## src/hdl/i4rdp_pkg.sv

```systemverilog
// Package for the int4 row dot product core: widths, codes, FSM states,
// the control bundle and the weight decode. No dependencies.
`timescale 1ns / 1ps
package i4rdp_pkg;

  localparam int ACT_W    = 16;
  localparam int CODE_W   = 4;
  localparam int SCALE_W  = 16;
  localparam int RES_W    = 32;
  localparam int SHIFT_W  = 5;
  localparam int SUM_W    = 40;
  localparam int SLICE_W  = 20;
  localparam int OPA_W    = SLICE_W + 1;
  localparam int PROD_W   = OPA_W + SCALE_W;
  localparam int SCALED_W = 56;

  localparam logic [SHIFT_W-1:0] SHIFT_RESET = 5'd12;
  localparam logic [RES_W-1:0]   RES_MAX     = 32'h7FFF_FFFF;
  localparam logic [RES_W-1:0]   RES_MIN     = 32'h8000_0000;
  localparam logic [CODE_W-1:0]  CODE_BIAS   = 4'h8;

  typedef enum logic [1:0] {
    OP_WGT,
    OP_LO,
    OP_HI
  } op_sel_t;

  typedef enum logic [3:0] {
    S_IDLE,
    S_MUL_W,
    S_ADD_W,
    S_MUL_LO,
    S_ADD_LO,
    S_MUL_HI,
    S_ADD_HI,
    S_SHIFT,
    S_SAT
  } state_t;

  typedef struct packed {
    logic    in_ready;
    logic    mul_en;
    op_sel_t op_sel;
    logic    add_w;
    logic    add_lo;
    logic    add_hi;
    logic    shift_en;
    logic    out_load;
  } ctrl_t;

  // code - 8 modulo 16, read as a signed nibble
  function automatic logic signed [CODE_W-1:0] decode_weight(input logic [CODE_W-1:0] code);
    decode_weight = code ^ CODE_BIAS;
  endfunction

endpackage

```

## src/hdl/i4rdp_if.sv

```systemverilog
// Valid/ready channel interfaces for the term input and the result output.
// Depends on i4rdp_pkg.
`timescale 1ns / 1ps
interface i4rdp_in_if
  import i4rdp_pkg::*;
  ();
  logic                      valid;
  logic                      ready;
  logic signed [ACT_W-1:0]   activation;
  logic        [CODE_W-1:0]  weight_code;
  logic signed [SCALE_W-1:0] row_scale;
  logic                      last_term;

  modport source (output valid, activation, weight_code, row_scale, last_term, input ready);
  modport sink   (input valid, activation, weight_code, row_scale, last_term, output ready);
endinterface

interface i4rdp_out_if
  import i4rdp_pkg::*;
  ();
  logic                    valid;
  logic                    ready;
  logic signed [RES_W-1:0] dot_result;
  logic                    saturated;

  modport source (output valid, dot_result, saturated, input ready);
  modport sink   (input valid, dot_result, saturated, output ready);
endinterface

```

## src/hdl/int4_row_dot_product_scaled_core.sv

```systemverilog
// Top level of the int4 row dot product core: term capture, 40-bit sum,
// scale, shift, saturation and output register. Depends on i4rdp_pkg,
// i4rdp_if, i4rdp_mul and i4rdp_ctrl.
//
// Usage:
//   in_ch  : one term per transaction (activation Q4.12, weight nibble,
//            row scale, last flag). Weight decodes as code minus 8.
//   out_ch : one result per row, on the term flagged last: the sum times
//            row_scale, floor-shifted right by result_shift and clipped
//            to signed 32 bits, with saturated set when clipped.
//   cfg_*  : cfg_we writes cfg_wdata into result_shift (reset 12).
// Timing: a term that is not last passes through accept, multiply and add;
//   in_ch.ready is high only while the sequencer is idle. A last term
//   goes on after the add: the 40-bit sum is multiplied by the scale in two
//   20-bit halves on the one shared 21x16 multiplier, then shifted and
//   saturated. The result is valid on out_ch the cycle after it is loaded.
// Reset clears the sum, the sequencer and the output valid flag, and sets
//   result_shift to 12. A stalled receiver holds the result in the output
//   register; the next row runs until its own result is ready to load,
//   and waits there for the register to free.
`timescale 1ns / 1ps
module int4_row_dot_product_scaled_core
  import i4rdp_pkg::*;
(
  input  logic               clk,
  input  logic               rst_n,
  i4rdp_in_if.sink           in_ch,
  i4rdp_out_if.source        out_ch,
  input  logic               cfg_we,
  input  logic [SHIFT_W-1:0] cfg_wdata
);

  ctrl_t  ctrl;

  logic                       in_fire;
  logic                       out_free;
  logic [SHIFT_W-1:0]         shift_r;
  logic signed [ACT_W-1:0]    act_r;
  logic [CODE_W-1:0]          code_r;
  logic signed [SCALE_W-1:0]  scale_r;
  logic                       last_r;
  logic signed [SUM_W-1:0]    sum_r;
  logic signed [SUM_W-1:0]    sum_nxt;
  logic signed [SCALED_W-1:0] scaled_r;
  logic signed [SCALED_W-1:0] scaled_nxt;
  logic signed [SCALED_W-1:0] shifted_r;
  logic signed [OPA_W-1:0]    op_a;
  logic signed [SCALE_W-1:0]  op_b;
  logic signed [PROD_W-1:0]   prod_r;
  logic signed [CODE_W-1:0]   wgt;
  logic                       sat;
  logic [RES_W-1:0]           res;
  logic                       out_valid_r;
  logic [RES_W-1:0]           out_data_r;
  logic                       out_sat_r;

  i4rdp_ctrl u_ctrl (
    .clk      (clk),
    .rst_n    (rst_n),
    .in_valid (in_ch.valid),
    .last_r   (last_r),
    .out_free (out_free),
    .ctrl     (ctrl)
  );

  assign in_ch.ready = ctrl.in_ready;
  assign in_fire     = in_ch.valid && ctrl.in_ready;
  assign out_free    = !out_valid_r || out_ch.ready;
  assign wgt         = decode_weight(code_r);

  always_comb begin
    case (ctrl.op_sel)
      OP_LO: begin
        op_a = {1'b0, sum_r[SLICE_W-1:0]};
        op_b = scale_r;
      end
      OP_HI: begin
        op_a = {sum_r[SUM_W-1], sum_r[SUM_W-1:SLICE_W]};
        op_b = scale_r;
      end
      default: begin
        op_a = {{(OPA_W-CODE_W){wgt[CODE_W-1]}}, wgt};
        op_b = act_r;
      end
    endcase
  end

  i4rdp_mul u_mul (
    .clk    (clk),
    .en     (ctrl.mul_en),
    .op_a   (op_a),
    .op_b   (op_b),
    .prod_r (prod_r)
  );

  assign sum_nxt = sum_r + {{(SUM_W-PROD_W){prod_r[PROD_W-1]}}, prod_r};

  always_comb begin
    if (ctrl.add_hi) begin
      scaled_nxt = scaled_r + {prod_r[SCALED_W-SLICE_W-1:0], {SLICE_W{1'b0}}};
    end else begin
      scaled_nxt = {{(SCALED_W-PROD_W){prod_r[PROD_W-1]}}, prod_r};
    end
  end

  assign sat = !((&shifted_r[SCALED_W-1:RES_W-1]) || !(|shifted_r[SCALED_W-1:RES_W-1]));
  assign res = sat ? (shifted_r[SCALED_W-1] ? RES_MIN : RES_MAX) : shifted_r[RES_W-1:0];

  always_ff @(posedge clk) begin
    if (!rst_n) begin
      shift_r <= SHIFT_RESET;
    end else if (cfg_we) begin
      shift_r <= cfg_wdata;
    end
  end

  always_ff @(posedge clk) begin
    if (in_fire) begin
      act_r   <= in_ch.activation;
      code_r  <= in_ch.weight_code;
      scale_r <= in_ch.row_scale;
      last_r  <= in_ch.last_term;
    end
    if (ctrl.add_lo || ctrl.add_hi) begin
      scaled_r <= scaled_nxt;
    end
    if (ctrl.shift_en) begin
      shifted_r <= scaled_r >>> shift_r;
    end
    if (ctrl.out_load) begin
      out_data_r <= res;
      out_sat_r  <= sat;
    end
  end

  always_ff @(posedge clk) begin
    if (!rst_n) begin
      sum_r <= '0;
    end else if (ctrl.out_load) begin
      sum_r <= '0;
    end else if (ctrl.add_w) begin
      sum_r <= sum_nxt;
    end
  end

  always_ff @(posedge clk) begin
    if (!rst_n) begin
      out_valid_r <= 1'b0;
    end else if (ctrl.out_load) begin
      out_valid_r <= 1'b1;
    end else if (out_ch.ready) begin
      out_valid_r <= 1'b0;
    end
  end

  assign out_ch.valid      = out_valid_r;
  assign out_ch.dot_result = out_data_r;
  assign out_ch.saturated  = out_sat_r;

`ifndef ASSERT_OFF
  a_busy_after_accept: assert property (@(posedge clk) disable iff (!rst_n)
    in_fire |=> !in_ch.ready)
    else $error("input accepted while a transaction is in flight");

  a_load_shows_result: assert property (@(posedge clk) disable iff (!rst_n)
    ctrl.out_load |=> out_ch.valid)
    else $error("loaded result not presented");

  a_sum_cleared: assert property (@(posedge clk) disable iff (!rst_n)
    ctrl.out_load |=> (sum_r == '0))
    else $error("running sum not cleared after row result");

  a_sat_clips: assert property (@(posedge clk) disable iff (!rst_n)
    (out_ch.valid && out_ch.saturated) |->
      (out_ch.dot_result == RES_MAX || out_ch.dot_result == RES_MIN))
    else $error("saturated flag with unclipped result");
`endif

endmodule

```

## src/hdl/i4rdp_mul.sv

```systemverilog
// Shared signed multiplier with a registered product, used for the term
// products and for both halves of the scale multiply. Depends on i4rdp_pkg.
`timescale 1ns / 1ps
module i4rdp_mul
  import i4rdp_pkg::*;
(
  input  logic                      clk,
  input  logic                      en,
  input  logic signed [OPA_W-1:0]   op_a,
  input  logic signed [SCALE_W-1:0] op_b,
  output logic signed [PROD_W-1:0]  prod_r
);

  logic signed [PROD_W-1:0] prod_nxt;

  assign prod_nxt = PROD_W'(op_a * op_b);

  always_ff @(posedge clk) begin
    if (en) begin
      prod_r <= prod_nxt;
    end
  end

endmodule

```

## src/hdl/i4rdp_ctrl.sv

```systemverilog
// Sequencer for the dot product core: walks one transaction through the
// shared multiplier and the adder. Depends on i4rdp_pkg.
`timescale 1ns / 1ps
module i4rdp_ctrl
  import i4rdp_pkg::*;
(
  input  logic   clk,
  input  logic   rst_n,
  input  logic   in_valid,
  input  logic   last_r,
  input  logic   out_free,
  output ctrl_t  ctrl
);

  state_t state_r;
  state_t state_nxt;

  always_ff @(posedge clk) begin
    if (!rst_n) begin
      state_r <= S_IDLE;
    end else begin
      state_r <= state_nxt;
    end
  end

  always_comb begin
    state_nxt = state_r;
    unique case (state_r)
      S_IDLE:   if (in_valid) state_nxt = S_MUL_W;
      S_MUL_W:  state_nxt = S_ADD_W;
      S_ADD_W:  state_nxt = last_r ? S_MUL_LO : S_IDLE;
      S_MUL_LO: state_nxt = S_ADD_LO;
      S_ADD_LO: state_nxt = S_MUL_HI;
      S_MUL_HI: state_nxt = S_ADD_HI;
      S_ADD_HI: state_nxt = S_SHIFT;
      S_SHIFT:  state_nxt = S_SAT;
      S_SAT:    if (out_free) state_nxt = S_IDLE;
      default:  state_nxt = S_IDLE;
    endcase
  end

  always_comb begin
    ctrl = '0;
    ctrl.op_sel = OP_WGT;
    unique case (state_r)
      S_IDLE:   ctrl.in_ready = 1'b1;
      S_MUL_W:  ctrl.mul_en = 1'b1;
      S_ADD_W:  ctrl.add_w = 1'b1;
      S_MUL_LO: begin
        ctrl.mul_en = 1'b1;
        ctrl.op_sel = OP_LO;
      end
      S_ADD_LO: ctrl.add_lo = 1'b1;
      S_MUL_HI: begin
        ctrl.mul_en = 1'b1;
        ctrl.op_sel = OP_HI;
      end
      S_ADD_HI: ctrl.add_hi = 1'b1;
      S_SHIFT:  ctrl.shift_en = 1'b1;
      S_SAT:    ctrl.out_load = out_free;
      default:  ctrl = '0;
    endcase
  end

endmodule
```

## src/flat_wrapper.sv

```systemverilog
// flat-port wrapper written by rule: the top's interface ports become plain ports
module int4_row_dot_product_scaled_core_flat import i4rdp_pkg::*;
  (clk, rst_n, cfg_we, cfg_wdata, in_ch_valid, in_ch_activation, in_ch_weight_code, in_ch_row_scale, in_ch_last_term, in_ch_ready, out_ch_valid, out_ch_dot_result, out_ch_saturated, out_ch_ready);
  i4rdp_in_if in_ch_i ();
  i4rdp_out_if out_ch_i ();
  input  logic clk;
  input  logic rst_n;
  input  logic cfg_we;
  input  logic [SHIFT_W-1:0] cfg_wdata;
  input wire logic [$bits(in_ch_i.valid)-1:0] in_ch_valid;
  input wire logic [$bits(in_ch_i.activation)-1:0] in_ch_activation;
  input wire logic [$bits(in_ch_i.weight_code)-1:0] in_ch_weight_code;
  input wire logic [$bits(in_ch_i.row_scale)-1:0] in_ch_row_scale;
  input wire logic [$bits(in_ch_i.last_term)-1:0] in_ch_last_term;
  output wire logic [$bits(in_ch_i.ready)-1:0] in_ch_ready;
  output wire logic [$bits(out_ch_i.valid)-1:0] out_ch_valid;
  output wire logic [$bits(out_ch_i.dot_result)-1:0] out_ch_dot_result;
  output wire logic [$bits(out_ch_i.saturated)-1:0] out_ch_saturated;
  input wire logic [$bits(out_ch_i.ready)-1:0] out_ch_ready;
  assign in_ch_i.valid = in_ch_valid;
  assign in_ch_i.activation = in_ch_activation;
  assign in_ch_i.weight_code = in_ch_weight_code;
  assign in_ch_i.row_scale = in_ch_row_scale;
  assign in_ch_i.last_term = in_ch_last_term;
  assign in_ch_ready = in_ch_i.ready;
  assign out_ch_valid = out_ch_i.valid;
  assign out_ch_dot_result = out_ch_i.dot_result;
  assign out_ch_saturated = out_ch_i.saturated;
  assign out_ch_i.ready = out_ch_ready;
  int4_row_dot_product_scaled_core u_core (.clk(clk), .rst_n(rst_n), .in_ch(in_ch_i), .out_ch(out_ch_i), .cfg_we(cfg_we), .cfg_wdata(cfg_wdata));
endmodule
```

## config.mk

```make
export PLATFORM = sky130hd
export DESIGN_NAME = int4_row_dot_product_scaled_core_flat
export DESIGN_NICKNAME = d
export VERILOG_FILES = /design/src/hdl/i4rdp_pkg.sv /design/src/hdl/i4rdp_if.sv /design/src/hdl/int4_row_dot_product_scaled_core.sv /design/src/hdl/i4rdp_mul.sv /design/src/hdl/i4rdp_ctrl.sv /design/src/flat_wrapper.sv
export SDC_FILE = /design/constraint.sdc
export NUM_CORES = 2
export LEC_CHECK = 0
export ABC_CLOCK_PERIOD_IN_PS = 16600
export BUFFER_PORTS_ARGS = -buffer_cell sky130_fd_sc_hd__buf_2
export CAP_MARGIN = 20
export CORE_UTILIZATION = 65
export DETAILED_ROUTE_END_ITERATION = 16
export PLACE_DENSITY = 0.83
export SLEW_MARGIN = 20
export SYNTH_ARGS = -nofsm -noshare
export SYNTH_HDL_FRONTEND = slang
export SYNTH_SLANG_ARGS = --single-unit
```

## constraint.sdc

```tcl
create_clock -name clk -period 16.6 [get_ports clk]
set_clock_uncertainty 0.15 [all_clocks]
set_input_delay 1.66 -clock clk [delete_from_list [all_inputs] [get_ports clk]]
set_output_delay 1.66 -clock clk [all_outputs]
set_load 0.05 [all_outputs]
```

; Word-level counts from Yosys, hierarchy flattened
; Index checks and enable logic that the tools add are counted.
[classes]
multipliers = 1
reduce_logical = 15
eq_ne = 12
n_shift = 1
bitwise_logic = 2
addsub = 2
muxes = 19
[op_table]
columns = cell, n
row1 = 32-bit two-way mux, 2
row2 = 56-bit adder, 1
row3 = 56-bit two-way mux, 1
row4 = 56-bit by 5-bit >>> shifter with 56-bit output, 1
row5 = 21-bit one-hot mux with 2 select lines, 1
row6 = 40-bit adder, 1
row7 = 21-bit by 16-bit multiplier with 37-bit output, 1
row8 = 4-bit one-hot mux with 9 select lines, 1
row9 = 25-bit AND reduction, 1
row10 = 25-bit OR reduction, 1
row11 = "4-bit by 3-bit == test with 1-bit output, second input constant", 4
row12 = 16-bit two-way mux, 1
row13 = 1-bit two-way mux, 9
row14 = "4-bit by 2-bit == test with 1-bit output, second input constant", 2
row15 = 4-bit two-way mux, 2
row16 = "4-bit by 1-bit == test with 1-bit output, second input constant", 1
row17 = "4-bit == test, second input constant", 1
row18 = 4-bit logical NOT, 1
row19 = "2-bit inequality test, second input constant", 2
row20 = 2-bit one-hot mux with 2 select lines, 1
row21 = 2-bit OR reduction, 2
row22 = 1-bit logical NOT, 3
row23 = 1-bit logical OR, 3
row24 = 3-bit OR reduction, 1
row25 = other kinds (7), 8
[totals]
elab_cells = 65
register_bits = 269
out_inout_bits = 35
inputBits = 47

; Longest topological paths before layout
[depth]
depth_word = 6
mapped_depth = 32
ltp_nobuf = 30

; Modules after synthesis
; Synthesis repeated with hierarchy kept, for this count alone.
[hier_totals]
cells_unflattened = 3062
hier_area_um2 = 29255.6
[by_module_without_submodules]
columns = mod, cells_per_inst, instances, seq_area_each_um2, area_each_um2
row1 = int4_row_dot_product_scaled_core, 1547, 1, 6386.1, 15289.7
row2 = i4rdp_mul, 1480, 1, 1111.1, 13679.4
row3 = i4rdp_ctrl, 35, 1, 80.1, 286.5

; Least setup slack after synthesis
; OpenSTA, ideal clock, no wires.
[synth_timing]
kind = reg2reg
start = register u_core.u_ctrl.state_r[2]
end = register u_core.u_mul.prod_r[34], data pin
t_arrival_ns = 8.040
period_less_slack_ns = 8.370
required_time_ns = 16.270
slack_ns = 8.230
n_path_buf = 4
stages_incl_launch_ff = 30
setup_time_ns = 0.180
cell_sequence = dfxtp_1 -> clkbuf_1 -> nand2b_1 -> or2_2 -> ha_1 -> clkbuf_1 -> clkbuf_1 -> clkbuf_1 -> mux2i_1 -> nor2_1 -> fa_1 -> fa_1 -> fa_1 -> inv_1 -> fa_1 -> inv_1 -> fa_1 -> inv_1 -> fa_1 -> inv_1 -> ha_1 -> a21oi_1 -> o21ai_1 -> a221oi_4 -> a2111oi_2 -> o211ai_2 -> a21oi_2 -> o41ai_2 -> or4b_1 -> o311ai_1
[synth_between]
elab_chain_cells = 6
word_cells_on_any_way = 9
cone_classes = mul (1) / eq/ne (4) / mux (3) / reduce/logical (1)
[synth_rtl]
columns = element, line_no
row1 = "start, declared", i4rdp_ctrl.sv:15  ; state_t state_r;
row2 = "start signal, assigned", i4rdp_ctrl.sv:22  ; state_r <= state_nxt;
row3 = 4-bit by 3-bit == test with 1-bit output / 4-bit by 2-bit == test with 1-bit output (equally long branches), i4rdp_ctrl.sv:45  ; unique case (state_r)
row4 = 2-bit one-hot mux with 2 select lines (*), i4rdp_ctrl.sv:45
row5 = 2-bit by 1-bit == test with 1-bit output / 2-bit == test (equally long branches), int4_row_dot_product_scaled_core.sv:72  ; case (ctrl.op_sel)
row6 = 2-bit OR reduction (no line), --
row7 = 16-bit two-way mux, int4_row_dot_product_scaled_core.sv:72
row8 = 21-bit by 16-bit multiplier with 37-bit output (*), i4rdp_mul.sv:16  ; assign prod_nxt = PROD_W'(op_a * op_b);
row9 = named net u_core.u_mul.prod_nxt[34], i4rdp_mul.sv:14  ; logic signed [PROD_W-1:0] prod_nxt;
row10 = "end signal, assigned", i4rdp_mul.sv:20  ; prod_r <= prod_nxt;
row11 = "end, declared", i4rdp_mul.sv:11  ; output logic signed [PROD_W-1:0] prod_r
; The timed path passes the listed nets; every way through them passes the cells marked *.
; A chain may end at the register's enable or synchronous reset.

; Final worst setup path
[layout_timing]
start = register u_core.u_ctrl.state_r[2]
end = register u_core.u_mul.prod_r[36], data pin
; Same word-level chain as after synthesis.

==> metrics.md <==
| Metric | Value |
|---|---|
| # port buffers | 81 |
| Met2 usage | 0.562 |
| First-pass GRT wire length | 121000 um |
| Final period util | 0.591 |
| DP HPWL | 62100 um |
| Area after DPL | 29600 um^2 |
| Die Area | 45000 um^2 |
| Post-synthesis compound-gate area fraction | 0.123 |
| Total track usage | 0.354 |
| Dpl cells | 3570 |
| Count of unique library cells instantiated by Yosys | 80 |
| Synth warnings | 0 |
| Final Max Slew Viols | 0 |
| DRC violations left | 0 |
| Nets@finish | 3567 |
| Max-slew headroom | 0.304 |
| Final hold vios | 0 |
| Slowest Stage Delay on Critical Path | 700 ps |
| EDFF count, synth | 219 |
| Routed len/inst | 21.4 um |
| Crit-path most repeated cell | fa_1 |
| Largest net degree at the start of global routing | 73 |
| Vias per cell | 6.16 |
| CTS buffer count | 30 |
| Crit. End Element | register |
| CTS Hold Bufs | 0 |
| CTS HTree Levels | 1 |
| Fin cells | 3626 |
| Mapped cell area | 28700 um^2 |
| Simple-gate share of the synthesized area | 0.136 |
| Finished Cell Area | 30700 um^2 |
| Rows | 76 |
| Post-synth top area share | 0.233 |
| Core area | 43300 um^2 |
| Multiplexer share of the synthesized area | 0.0716 |
| Outcome | completed |
| Arr. time, crit path | 10060 ps |
| GRT Residual Overflow | 0 |
| CTS tree | yes |
| Max Buffers Root-to-Sink | 3 |
| Unrepaired setup endpoints after global routing | no |
| Setup crit start kind | register |
| Layout cells sized above 1 | 0.0901 |
| Worst-skew pair later-pin latency | 600 ps |
| Synth-to-layout area growth | 6.91% |
| Final setup violation count | 0 |
| Vias in the first global route | 22.4k |
| Min-delay worst type | register to register |
| Clock root cell | clkbuf_16 |
| Post-Syn Instances | 3003 |
| Setup CP Type | register to register |
| Asr flop ratio synth | 0 |
| Postcts setup bufs | 0 |
| WL final | 77500 um |
| XOR/XNOR Fraction of Synth Area | 0.0254 |
| M1 GR Usage | 0.483 |
| Critical Path Slowest Stage Cell | nand2_1 |
| Initial DRC Count | 1993 |
| Inserted Diodes | 0 |
| Antenna-violating nets left | 0 |
| Synth area leader | fa_1 |
| Post-synthesis adder-cell area fraction | 0.307 |
| Syn_nets | 3553 |
| Critical path fanouts, max | 56 |
| WP buf/inv | 5 |
| Synth area leaders | fa_1 23%, edfxtp_1 23%, ha_1 7.4% |
| Worst-Margin Slew | 1040 ps |
| Drt first pass iters | 6 |
| Die width | 212 um |
| Delay-heaviest family, CP | adder cells |
| Antenna violations before repair | 1 |
| Vias after detailed routing | 22.3k |
| Setup_tns | 0 ps |
| Reg clk slew, reported paths | 60 ps |
| Vert. Die Dim | 212 um |
| Routability cong. | 1.01 |
| Post-CTS sizing | 0 |
| CP Data Required Time | 16850 ps |
| Syn Area/Cell | 9.55 um^2 |
| Seq cells post-synth | 269 |
| Sequential element share of the synthesized area | 0.264 |
| Max cap viols | 0 |
| I/O Pins | 82 |
| Main synth FF type | edfxtp_1 |
| Fin crit period | 9800 ps |
| F_max | 0.102 GHz |
| Top Usage Layer GRT | met2 |
| Initial core utilization | 0.663 |
| Clk sinks | 269 |
| Largest family of logic cells by synthesized area | adder cells |
| Met3 GRT Util | 0.0700 |
## metrics by stage
step | hold slack (ps) | worst slack (ps) | utilization
2_1_floorplan | 296 | 8230 | -
3_3_place_gp | 314 | 7270 | 0.684
3_5_place_dp | 318 | 6950 | 0.684
4_1_cts | 335 | 6940 | 0.708
5_1_grt | 349 | 6420 | 0.708
6_report | 335 | 6800 | 0.708
## registers in the layout, summed over array words and instances (netlist names)
register                  flops
u_core.sum_r                 40
u_core.out_ch.saturated       1
u_core.scaled_r              56
u_core.u_ctrl.state_r         4
u_core.out_ch.valid           1
u_core.out_ch.dot_result     32
u_core.scale_r               16
u_core.last_r                 1
u_core.shift_r                5
u_core.u_mul.prod_r          37
u_core.code_r                 4
u_core.act_r                 16
u_core.shifted_r             56
## placed cells by master, fill, tap and decap left out, types with 32 or more instances in the layout
cell,synthesis,routed
mux4_2,36,36
inv_1,425,424
edfxtp_1,219,219
buf_2,4,81
a211oi_1,32,32
a21o_1,57,57
ha_1,169,168
clkbuf_16,0,32
a21oi_1,143,142
xor2_1,36,36
mux2_2,32,32
o21ai_0,139,139
nand2_1,417,417
and2_1,48,47
nor2_1,241,239
xnor2_1,47,47
fa_1,334,334
buf_4,0,33
mux2i_1,88,85
dfxtp_1,50,45
## cells in the mapped netlist, types with 5 or more instances
| master | count |
|---|---|
| nand2_1 | 417 |
| fa_1 | 334 |
| mux4_2 | 36 |
| mux2_2 | 32 |
| or3_1 | 5 |
| clkbuf_1 | 116 |
| xor2_1 | 36 |
| and3_1 | 16 |
| nand2b_1 | 21 |
| a211o_1 | 7 |
| buf_1 | 12 |
| nor2b_1 | 22 |
| nand4_1 | 17 |
| edfxtp_1 | 219 |
| dfxtp_1 | 50 |
| a31oi_1 | 18 |
| ha_1 | 169 |
| o21a_1 | 30 |
| mux2i_1 | 88 |
| o21ai_0 | 139 |
| o21bai_1 | 7 |
| a21oi_1 | 143 |
| a21o_1 | 57 |
| o21ai_1 | 16 |
| nor2_1 | 241 |
| and4_1 | 5 |
| inv_1 | 425 |
| o211ai_1 | 11 |
| nand3_1 | 29 |
| a221o_1 | 14 |
| a211oi_1 | 32 |
| xnor2_1 | 47 |
| o31ai_1 | 15 |
| nor4_1 | 10 |
| nor3_1 | 31 |
| and2_1 | 48 |
| a221oi_1 | 5 |
| nand3b_1 | 8 |
## cell families after synthesis
family	Yosys count
AO/OA/AOI/OAI	545
adder cells (fa/ha/maj)	503
AND/OR/NAND/NOR	889
flip-flops	269
multiplexers	156
XOR/XNOR	83
buffers and inverters	558
## final cells by class
class | count | area (um^2)
clock buffer | 39 | 847
timing repair buffer | 114 | 653
clock inverter | 17 | 184
inverter | 426 | 1600
fill | 3287 | 12600
tap | 585 | 732
multi-input combinational | 2176 | 19100
sequential | 269 | 7580
## path summary, 6_finish.rpt
| check | start | endpoint | slack [ps] | cells past startpoint |
|---|---|---|---|---|
| setup / recovery | u_core.u_ctrl.state_r[2] | u_core.u_mul.prod_r[36] | 6800 | 27 |
| hold / removal | u_core.sum_r[38] | u_core.sum_r[38] | 330 | 2 |
| setup reg to reg | u_core.u_ctrl.state_r[2] | u_core.u_mul.prod_r[36] | 6800 | 27 |
| hold reg to reg | u_core.sum_r[38] | u_core.sum_r[38] | 330 | 2 |
## worst min-delay path: stages (launching register included)
cell	delay (ps)
dfxtp_1	330
nand2_1	60
a21oi_1	50
## per-layer routing
layer  share of wire  wire length (um)  vias to the layer above
li1                -                 -                    10100
met1            0.40             31000                    10900
met2            0.46             36000                     1088
met3           0.097              7490                      179
met4           0.038              2970                        2
met5         0.00025                19                        -
Power is left out: the tool's default activity adds up to more than one toggle a clock period on the data nets, which glitch-free logic cannot reach.
